**src/sng_pkg.sv**
```systemverilog
// Shared types, constants and register codes for the stereo noise gate.
package sng_pkg;

  localparam int SAMPLE_BITS_DEF = 16;
  localparam int HOLD_BITS_DEF   = 21;

  localparam int GAIN_W     = 17;
  localparam int THR_W      = 16;
  localparam int HOLD_CFG_W = 20;
  localparam int DECAY_W    = 16;
  localparam int CFG_DATA_W = 20;
  localparam int CFG_IDX_W  = 3;

  localparam logic [GAIN_W-1:0] GAIN_ONE = 17'd65536;

  typedef enum logic [CFG_IDX_W-1:0] {
    REG_GATE_ENABLE     = 3'd0,
    REG_OPEN_THRESHOLD  = 3'd1,
    REG_CLOSE_THRESHOLD = 3'd2,
    REG_ATTACK_STEP     = 3'd3,
    REG_RELEASE_STEP    = 3'd4,
    REG_HOLD_SAMPLES    = 3'd5,
    REG_DECAY_STEP      = 3'd6
  } sng_reg_t;

  typedef struct packed {
    logic                  gate_enable;
    logic [THR_W-1:0]      open_threshold;
    logic [THR_W-1:0]      close_threshold;
    logic [GAIN_W-1:0]     attack_step;
    logic [GAIN_W-1:0]     release_step;
    logic [HOLD_CFG_W-1:0] hold_samples;
    logic [DECAY_W-1:0]    decay_step;
  } sng_cfg_t;

  localparam logic [THR_W-1:0]      RST_OPEN_THRESHOLD  = 16'd1642;
  localparam logic [THR_W-1:0]      RST_CLOSE_THRESHOLD = 16'd823;
  localparam logic [GAIN_W-1:0]     RST_ATTACK_STEP     = 17'd55;
  localparam logic [GAIN_W-1:0]     RST_RELEASE_STEP    = 17'd9;
  localparam logic [HOLD_CFG_W-1:0] RST_HOLD_SAMPLES    = 20'd9600;
  localparam logic [DECAY_W-1:0]    RST_DECAY_STEP      = 16'd328;

endpackage

```
**src/stereo_noise_gate.sv**
```systemverilog
// A pair goes through the input register, then the result register, to the outputs.
// Throughput: one pair per cycle unless out_stall holds it up; input register and
// result register form a two-stage pipeline; the gain/peak/hold feedback is unpipelined.
// Reset (rst, synchronous): config registers take their defaults, gate state clears.
// Writing gate_enable = 0 clears the gate state at once; disabled samples pass through.
// The config channel is always ready.
module stereo_noise_gate #(
  parameter int SAMPLE_BITS = sng_pkg::SAMPLE_BITS_DEF,
  parameter int HOLD_BITS   = sng_pkg::HOLD_BITS_DEF
) (
  input  logic                             clk,
  input  logic                             rst,
  input  logic                             in_valid,
  output logic                             in_stall,
  input  logic signed [SAMPLE_BITS-1:0]    left_sample,
  input  logic signed [SAMPLE_BITS-1:0]    right_sample,
  output logic                             out_valid,
  input  logic                             out_stall,
  output logic signed [SAMPLE_BITS-1:0]    left_out,
  output logic signed [SAMPLE_BITS-1:0]    right_out,
  output logic                             gate_is_open,
  output logic [sng_pkg::GAIN_W-1:0]       current_gain,
  input  logic                             cfg_valid,
  output logic                             cfg_ready,
  input  logic [sng_pkg::CFG_IDX_W-1:0]    cfg_index,
  input  logic [sng_pkg::CFG_DATA_W-1:0]   cfg_data
);

  sng_pkg::sng_cfg_t cfg;
  logic              cfg_write;
  logic              cfg_clear;

  logic                          s1_valid;
  logic signed [SAMPLE_BITS-1:0] s1_left;
  logic signed [SAMPLE_BITS-1:0] s1_right;

  logic                          out_load;
  logic                          advance;
  logic                          clear;

  logic signed [SAMPLE_BITS-1:0] core_left;
  logic signed [SAMPLE_BITS-1:0] core_right;
  logic                          core_open;
  logic [sng_pkg::GAIN_W-1:0]    core_gain;

  assign cfg_ready = 1'b1;
  assign cfg_write = cfg_valid && cfg_ready;
  assign cfg_clear = cfg_write && (cfg_index == sng_pkg::REG_GATE_ENABLE) && !cfg_data[0];

  always_ff @(posedge clk) begin
    if (rst) begin
      cfg.gate_enable     <= 1'b0;
      cfg.open_threshold  <= sng_pkg::RST_OPEN_THRESHOLD;
      cfg.close_threshold <= sng_pkg::RST_CLOSE_THRESHOLD;
      cfg.attack_step     <= sng_pkg::RST_ATTACK_STEP;
      cfg.release_step    <= sng_pkg::RST_RELEASE_STEP;
      cfg.hold_samples    <= sng_pkg::RST_HOLD_SAMPLES;
      cfg.decay_step      <= sng_pkg::RST_DECAY_STEP;
    end else if (cfg_write) begin
      unique case (cfg_index)
        sng_pkg::REG_GATE_ENABLE:     cfg.gate_enable     <= cfg_data[0];
        sng_pkg::REG_OPEN_THRESHOLD:  cfg.open_threshold  <= cfg_data[sng_pkg::THR_W-1:0];
        sng_pkg::REG_CLOSE_THRESHOLD: cfg.close_threshold <= cfg_data[sng_pkg::THR_W-1:0];
        sng_pkg::REG_ATTACK_STEP:     cfg.attack_step     <= cfg_data[sng_pkg::GAIN_W-1:0];
        sng_pkg::REG_RELEASE_STEP:    cfg.release_step    <= cfg_data[sng_pkg::GAIN_W-1:0];
        sng_pkg::REG_HOLD_SAMPLES:    cfg.hold_samples    <= cfg_data[sng_pkg::HOLD_CFG_W-1:0];
        sng_pkg::REG_DECAY_STEP:      cfg.decay_step      <= cfg_data[sng_pkg::DECAY_W-1:0];
        default: ;  // unknown index: write dropped
      endcase
    end
  end

  // pipeline control: result register frees up when empty or its transfer completes
  assign out_load = !out_valid || !out_stall;
  assign advance  = s1_valid && out_load;
  assign in_stall = s1_valid && !out_load;
  assign clear    = cfg_clear || (advance && !cfg.gate_enable);

  always_ff @(posedge clk) begin
    if (rst) begin
      s1_valid <= 1'b0;
    end else if (!in_stall) begin
      s1_valid <= in_valid;
    end
  end

  always_ff @(posedge clk) begin
    if (!in_stall && in_valid) begin
      s1_left  <= left_sample;
      s1_right <= right_sample;
    end
  end

  sng_core #(
    .SAMPLE_BITS (SAMPLE_BITS),
    .HOLD_BITS   (HOLD_BITS)
  ) u_core (
    .clk          (clk),
    .rst          (rst),
    .cfg          (cfg),
    .step         (advance),
    .clear        (clear),
    .left_sample  (s1_left),
    .right_sample (s1_right),
    .left_out     (core_left),
    .right_out    (core_right),
    .gate_is_open (core_open),
    .current_gain (core_gain)
  );

  always_ff @(posedge clk) begin
    if (rst) begin
      out_valid <= 1'b0;
    end else if (out_load) begin
      out_valid <= s1_valid;
    end
  end

  always_ff @(posedge clk) begin
    if (advance) begin
      left_out     <= core_left;
      right_out    <= core_right;
      gate_is_open <= core_open;
      current_gain <= core_gain;
    end
  end

endmodule

```
**src/sng_core.sv**
```systemverilog
// Gate state (open flag, peak, gain, hold counter) and the per-sample gain datapath.
module sng_core #(
  parameter int SAMPLE_BITS = sng_pkg::SAMPLE_BITS_DEF,
  parameter int HOLD_BITS   = sng_pkg::HOLD_BITS_DEF
) (
  input  logic                          clk,
  input  logic                          rst,
  input  sng_pkg::sng_cfg_t             cfg,
  input  logic                          step,
  input  logic                          clear,
  input  logic signed [SAMPLE_BITS-1:0] left_sample,
  input  logic signed [SAMPLE_BITS-1:0] right_sample,
  output logic signed [SAMPLE_BITS-1:0] left_out,
  output logic signed [SAMPLE_BITS-1:0] right_out,
  output logic                          gate_is_open,
  output logic [sng_pkg::GAIN_W-1:0]    current_gain
);

  localparam int GW     = sng_pkg::GAIN_W;
  localparam int LVL_W  = SAMPLE_BITS + 8;
  localparam int PEAK_W = SAMPLE_BITS + 9;
  localparam int OCMP_W = (LVL_W > 24) ? LVL_W : 24;
  localparam int CCMP_W = (PEAK_W > 25) ? PEAK_W : 25;
  localparam int HCMP_W = (HOLD_BITS > sng_pkg::HOLD_CFG_W) ? HOLD_BITS : sng_pkg::HOLD_CFG_W;
  localparam int PROD_W = SAMPLE_BITS + GW + 1;

  logic                     open_flag;
  logic signed [PEAK_W-1:0] peak_level;
  logic [GW-1:0]            gain_value;
  logic [HOLD_BITS-1:0]     hold_count;

  logic                     open_flag_next;
  logic signed [PEAK_W-1:0] peak_level_next;
  logic [GW-1:0]            gain_value_next;
  logic [HOLD_BITS-1:0]     hold_count_next;

  logic signed [SAMPLE_BITS:0] sum;
  logic [SAMPLE_BITS:0]        mag;
  logic [LVL_W-1:0]            level;
  logic signed [PEAK_W-1:0]    level_s;
  logic signed [PEAK_W-1:0]    peak_max;
  logic                        open_hit;
  logic                        close_hit;
  logic                        open_mid;
  logic [HOLD_BITS-1:0]        hold_base;
  logic                        hold_past;
  logic [GW:0]                 gain_sum;
  logic signed [PROD_W-1:0]    prod_l;
  logic signed [PROD_W-1:0]    prod_r;

  always_comb begin
    sum      = (SAMPLE_BITS + 1)'(left_sample) + (SAMPLE_BITS + 1)'(right_sample);
    mag      = sum[SAMPLE_BITS] ? (SAMPLE_BITS + 1)'(-sum) : sum;
    level    = {mag, 7'b0};
    level_s  = $signed({1'b0, level});

    open_hit  = OCMP_W'(level) > OCMP_W'({cfg.open_threshold, 8'b0});
    open_mid  = open_flag | open_hit;
    // close test looks at the peak from before this sample
    close_hit = CCMP_W'(peak_level) < $signed(CCMP_W'({cfg.close_threshold, 8'b0}));
    open_flag_next = open_mid & ~close_hit;

    peak_max        = (peak_level > level_s) ? peak_level : level_s;
    peak_level_next = peak_max - $signed(PEAK_W'(cfg.decay_step));

    hold_base       = (open_mid & close_hit) ? '0 : hold_count;
    hold_count_next = hold_base;
    gain_value_next = gain_value;
    gain_sum        = (GW + 1)'(gain_value) + (GW + 1)'(cfg.attack_step);
    hold_past       = 1'b0;
    if (open_flag_next) begin
      gain_value_next = (gain_sum > (GW + 1)'(sng_pkg::GAIN_ONE)) ? sng_pkg::GAIN_ONE
                                                                 : gain_sum[GW-1:0];
    end else begin
      if (hold_base != {HOLD_BITS{1'b1}}) begin
        hold_count_next = hold_base + HOLD_BITS'(1);
      end
      hold_past = HCMP_W'(hold_count_next) > HCMP_W'(cfg.hold_samples);
      if (hold_past) begin
        gain_value_next = (gain_value > cfg.release_step) ? gain_value - cfg.release_step
                                                          : '0;
      end
    end

    prod_l = PROD_W'(left_sample) * PROD_W'($signed({1'b0, gain_value_next}));
    prod_r = PROD_W'(right_sample) * PROD_W'($signed({1'b0, gain_value_next}));

    if (cfg.gate_enable) begin
      left_out     = prod_l[16 +: SAMPLE_BITS];
      right_out    = prod_r[16 +: SAMPLE_BITS];
      gate_is_open = open_flag_next;
      current_gain = gain_value_next;
    end else begin
      left_out     = left_sample;
      right_out    = right_sample;
      gate_is_open = 1'b0;
      current_gain = sng_pkg::GAIN_ONE;
    end
  end

  always_ff @(posedge clk) begin
    if (rst || clear) begin
      open_flag  <= 1'b0;
      peak_level <= '0;
      gain_value <= '0;
      hold_count <= '0;
    end else if (step) begin
      open_flag  <= open_flag_next;
      peak_level <= peak_level_next;
      gain_value <= gain_value_next;
      hold_count <= hold_count_next;
    end
  end

  a_gain_bound: assert property (@(posedge clk) disable iff (rst)
    gain_value <= sng_pkg::GAIN_ONE)
    else $error("gain above unity");

  a_clear_state: assert property (@(posedge clk)
    clear |=> (gain_value == '0) && !open_flag && (peak_level == '0) && (hold_count == '0))
    else $error("state not cleared");

  a_attack_rises: assert property (@(posedge clk) disable iff (rst)
    (step && !clear && open_flag_next) |=> gain_value >= $past(gain_value))
    else $error("gain fell while open");

  a_hold_resets: assert property (@(posedge clk) disable iff (rst)
    (step && !clear && open_mid && close_hit) |=> hold_count <= HOLD_BITS'(1))
    else $error("hold counter not restarted on close");

endmodule
```
**config.mk**
```make
export PLATFORM = sky130hd
export DESIGN_NAME = stereo_noise_gate
export DESIGN_NICKNAME = d
export VERILOG_FILES = /design/src/sng_pkg.sv /design/src/stereo_noise_gate.sv /design/src/sng_core.sv
export SDC_FILE = /design/constraint.sdc
export NUM_CORES = 2
export LEC_CHECK = 0
export BUFFER_PORTS_ARGS = -buffer_cell sky130_fd_sc_hd__buf_4
export CORE_MARGIN = 3
export CORE_UTILIZATION = 50
export DETAILED_ROUTE_END_ITERATION = 6
export PLACE_DENSITY = 0.66
export SLEW_MARGIN = 5
export SYNTH_ARGS = -nofsm -noshare
export SYNTH_HDL_FRONTEND = slang
export SYNTH_SLANG_ARGS = --single-unit
```
**constraint.sdc**
```tcl
create_clock -name clk -period 16.27 [get_ports clk]
set_input_delay 2.4405 -clock clk [delete_from_list [all_inputs] [get_ports clk]]
set_output_delay 2.4405 -clock clk [all_outputs]
set_load 0.02 [all_outputs]
```
== Word-level counts from Yosys, hierarchy flattened ==
Index checks and enable logic that the tools add are counted.
Word-level totals
  bits in registers: 251
  output and inout bits: 53
  input bits: 60
  word-level logic and storage cells: 79
Operators by class
  eq/ne operators: 7
  $mul: 2
  magnitude comparators: 6
  reductions and logical operators: 23
  bitwise logic cells: 4
  add/sub/neg operators: 6
  mux-type cells: 12
Operators by type and width (count)
  $mux 17: 5
  $mux 21: 4
  $mul 16x18->32: 2
  $mux 16: 2
  $gt 25x25->1: 1
  $lt 25x25->1: 1
  $mux 25: 1
  $sub 25x17->25: 1
  $gt 24x24->1: 1
  $add 21x1->21 const B: 1
  $gt 21x20->1: 1
  $ne 21x21->1 const B: 1
  $add 17x17->18: 1
  $gt 18x17->1 const B: 1
  $add 16x16->17: 1
  $gt 17x17->1: 1
  $neg 17->17: 1
  $sub 17x17->17: 1
  $reduce_and 2->1: 7
  $eq 3x3->1 const B: 3
  $eq 3x2->1 const B: 2
  $logic_and 1x1->1: 6
  $logic_not 1->1: 6
  $eq 3x1->1 const B: 1
  other kinds (5): 8

== Logic depth before layout (Yosys ltp) ==
  depth after elaboration: 15
  mapped depth: 75

== Modules after synthesis ==
Synthesis repeated with hierarchy kept, for this count alone.
Unflattened totals
  cell total of the unflattened synthesis: 3791
  area total of the unflattened synthesis: 33565.9 um^2
Modules (own cells, without submodules)
  sng_core: instances 1, seq. area each 1281.2 um^2, area an instance 26889.5 um^2, cells an instance 3318
  stereo_noise_gate: instances 1, seq. area each 4564.4 um^2, area an instance 6676.4 um^2, cells an instance 473

== Worst setup path after synthesis ==
OpenSTA, ideal clock, no wires.
  path kind: reg-to-reg
  from: reg s1_left[1]
  to: reg left_out[10] (data pin)
  stages on the path, launching flop included: 70
  clock period less this slack: 14.823 ns
  setup slack: 1.447 ns
  data required time: 16.010 ns
  data arrival time: 14.563 ns
  buffers on the path: 8
  path through: edfxtp_1 -> clkbuf_1 -> inv_1 -> clkbuf_1 -> fa_1 -> nor2b_1 -> o21a_1 -> o21a_1 -> o41a_1 -> nor3_1 -> o21ai_1 -> or4_4 -> nor3_1 -> or3_1 -> nand2_1 -> ha_1 -> and4_1 -> nand4_1 -> [... 34 more ...] -> fa_1 -> inv_1 -> fa_1 -> inv_1 -> ha_1 -> a21o_1 -> a21oi_1 -> nand2_1 -> nor2_1 -> nand2_1 -> nand4_1 -> nand2_1 -> nand2_1 -> a21o_1 -> a21oi_4 -> a221o_2 -> xor2_1 -> mux2_2
Between the ends
  longest elaborated chain between the ends: 15
Ends and longest elaborated chain
  start: declaration: RTL line stereo_noise_gate.sv:34  | logic signed [SAMPLE_BITS-1:0] s1_left;
  start signal: assignment: RTL line stereo_noise_gate.sv:89  | s1_left <= left_sample;
  $add 16x16->17: RTL line sng_core.sv:52  | sum = (SAMPLE_BITS + 1)'(left_sample) + (SAMPLE_BITS + 1)'(right_sample);
  $neg 17->17: RTL line sng_core.sv:53  | mag = sum[SAMPLE_BITS] ? (SAMPLE_BITS + 1)'(-sum) : sum;
  $mux 17: RTL line sng_core.sv:53
  $gt 24x24->1: RTL line sng_core.sv:57  | open_hit = OCMP_W'(level) > OCMP_W'({cfg.open_threshold, 8'b0});
  $or 1x1->1: RTL line sng_core.sv:58  | open_mid = open_flag | open_hit;
  $and 1x1->1: RTL line sng_core.sv:66  | hold_base = (open_mid & close_hit) ? '0 : hold_count;
  $mux 21: RTL line sng_core.sv:66
  $add 21x1->21 or $ne 21x21->1 (tied branches): RTL line sng_core.sv:76, sng_core.sv:75
  $mux 21: RTL line sng_core.sv:75  | if (hold_base != {HOLD_BITS{1'b1}}) begin
  $mux 21: RTL line sng_core.sv:71  | if (open_flag_next) begin
  $gt 21x20->1: RTL line sng_core.sv:78  | hold_past = HCMP_W'(hold_count_next) > HCMP_W'(cfg.hold_samples);
  $mux 17: RTL line sng_core.sv:79  | if (hold_past) begin
  $mux 17: RTL line sng_core.sv:71
  $mul 16x18->32 *: RTL line sng_core.sv:85  | prod_l = PROD_W'(left_sample) * PROD_W'($signed({1'b0, gain_value_next}));
  $mux 16 *: RTL line sng_core.sv:88  | if (cfg.gate_enable) begin
  named net core_left[10]: RTL line stereo_noise_gate.sv:41  | logic signed [SAMPLE_BITS-1:0] core_left;
  end signal: assignment: RTL line stereo_noise_gate.sv:121  | left_out <= core_left;
  end: declaration: RTL line stereo_noise_gate.sv:19  | output logic signed [SAMPLE_BITS-1:0] left_out,
The timed path passes the listed nets; every way through them passes the cells marked *. The select of a mux whose other input is x is not followed.
A chain may end at the register's enable or synchronous reset.

== Worst setup path in the final report ==
  from: reg s1_left[0]
  to: reg left_out[10] (data pin)
The elaborated chain is that of the path after synthesis.

==> results.ini <==
[status]
status=finished, final reports clean

[clock_network]
path_clk_slew_ns=0.07
cts_hold_buf=0
cts_tree=done
clk_latency_ns=0.61
cts_max_path_buffers=3
htree_levels=1
cts.sinks=251
cts-root-buf=clkbuf_16
numCtsBuffers=31

[pwr]
vdd_ir_drop_max_mv=0.2463
power_mw=7.236
p_per_area_nw_per_um2=198.8
p_leak_nw=17.27

[grt]
grt_max_degree=65
grt_antenna_before_repair=0
grt_pass1_vias=26736
grt.overflow.total=0
grt_util_met3_pct=4.785
met1_usage_pct=38.90
grt_usage_pct=26.87
use_met2_pct=41.38
grt_busiest_layer=met2
grt_pass1_wl_um=148900

[detailed_routing]
wl_um=92880
firstDrtPassIters=6
wire_per_inst_um=19.22
antenna_left=0
avgViaCountPerCell=5.551
drt_iter0_drc=2150
vias=26823
drc=0

[die]
core.rowCount=93
ios=113
fp.dieArea_um2=69490
core_area_um2=65050
initial_core_util_pct=51.01
die-height_um=263.6
die_width_um=263.6

[final_layout]
multi_input_area_um2=24460
layout.area.seq_um2=5847
antenna_cells=0
drive_gt1_share_pct=9.178
nets=4786
final_cell_area_um2=36400
syn2layout_area_growth_pct=9.702
fillers=5984

[timing]
slew_violations=0
finalCritPeriodShare_pct=93.77
hold_viol=0
finalClockSkew_ns=0.03919
period_needed_ns=15.26
slew_headroom_pct=20.86
setup_viol=0
tightest_slew_ns=1.187
max_freq_mhz=65.54

[setup_path]
start_kind=register
required_ns=16.63
critPathArrivalTime_ns=15.62
reg2reg_to=left_out[10]
critical_path_class=register to register
cpMostUsedCell=nand2_1
max_stage_delay_ns=0.54
cpMaxStageDelayCell=or4_4
rrSetupSlack_ns=1.01
reg2reg_from=s1_left[0]
endpoint_kind=register
worstPathMaxFanout=19
reg2reg_depth=67

[yosys]
seq_area_frac_synth_pct=17.62
synth-main-ff-cell=dfxtp_1
yosysTopAreaCell=fa_1
synth_cell_types=103
syn_inst=3877
syn-cell-area_um2=33180
synth.most_common_cell=inv_1
syn_nets=4711
synth_warnings=0
yosys.area.top_type_share_pct=25.22
synth_area_per_cell_um2=8.559
synth_commonest_cells=inv_1, nand2_1, fa_1
synth_area_leaders=fa_1, ha_1, dfxtp_1
async_flop_share_pct=0
synth-edff-count=82
ys_ff_latch=251

[worst_hold_path]
min_path_cells=2
worstHoldStart=cfg[17]
hold_class=register to register
hold_end=cfg[17]

[run]
max_cap_violations=0

[placed_design]
globalplace.congestion=0.9198
io_buffers=111
place_area_um2=35230
dp_hpwl_um=72360

[flip-flops by register name (all words and copies together) (netlist names)]
register / count
s1_left: 16
u_core.hold_count: 21
right_out: 16
left_out: 16
u_core.peak_level: 25
out_valid: 1
u_core.gain_value: 17
gate_is_open: 1
cfg: 103
u_core.open_flag: 1
s1_right: 16
current_gain: 17
s1_valid: 1
[layout make-up]
class	count	area share [%]
Multi-Input combinational cell	2804	67.20
Sequential cell	251	16.06
Inverter	654	6.761
Timing Repair Buffer	210	4.351
Tap cell	855	2.939
Clock buffer	39	2.244
Clock inverter	19	0.4434
[critical path: cells and delay by family, from the launching register on]
kind                       cells  cell delay (ns)
adders and majority gates     12             4.57
and+or+nand+nor               25             4.31
AOI/OAI and AO/OA             18             4.20
buffers and inverters          9             0.93
DFF                            1             0.39
xor gates and xnor gates       2             0.27
muxes                          1             0.27
[kinds of logic after synthesis]
group	share of synthesized area (%)
xor+xnor	2.719
mux	1.259
fa+ha+maj	38.64
other cells	0.01130
simple gates	19.00
buf+inv	9.336
compound gates	11.42
flops	17.62
[repair_timing]
item,4_1_cts,5_1_grt
gates resized for setup,0,20
setup buffers,0,11
endpoints found under the setup margin,0,23
[worst max path at each step]
stage | start | endpoint | slack [ns] | cells after the start
floorplan | s1_left[1] | left_out[10] | 1.45 | 69
global placement | s1_left[0] | left_out[10] | 1.08 | 65
detailed placement | s1_left[0] | left_out[10] | 0.68 | 65
CTS | s1_left[0] | right_out[12] | 0.58 | 67
global route | s1_left[0] | left_out[10] | -0.0006 | 64
finish | s1_left[0] | left_out[10] | 1.01 | 67
[cell usage in the layout, fill, tap and decap left out, types with 82 or more instances in the layout]
master / synthesis / routed
fa_1: 418 / 418
buf_4: 1 / 208
dfxtp_1: 169 / 168
nor2_1: 240 / 239
ha_1: 356 / 356
and2_1: 258 / 258
a21oi_1: 209 / 208
edfxtp_1: 82 / 82
inv_1: 650 / 649
nand2_1: 544 / 544
[where the power goes]
part | internal [mW] | total, mW | switching (mW)
clock network | 0.376 | 0.675 | 0.299
logic | 2.39 | 5.85 | 3.47
registers | 0.683 | 0.709 | 0.0253
[through the flow]
stage | setup slack [ns] | std cells | TNS, ns | utilization (%) | hold WS, ns
3_3_place_gp | 1.085 | 4763 | 0 | 54.17 | 0.4418
4_1_cts | 0.5850 | 4821 | 0 | 55.67 | 0.4552
6_report | 1.013 | 4832 | 0 | 55.96 | 0.4544
3_5_place_dp | 0.6781 | 4763 | 0 | 54.17 | 0.4472
2_1_floorplan | 1.447 | 3877 | 0 | - | 0.4326
5_1_grt | -0.0005773 | 4832 | -0.0005773 | 55.96 | 0.4713
[metal layers]
layer / vias up / part of all wire, % / wire length, µm
met4: 0 / 3.1 / 2840
met5: - / 0 / 0
met2: 954 / 44 / 40820
li1: 12621 / - / -
met1: 13095 / 45 / 41490
met3: 153 / 8.3 / 7735
(Power assumes the default switching activity.)
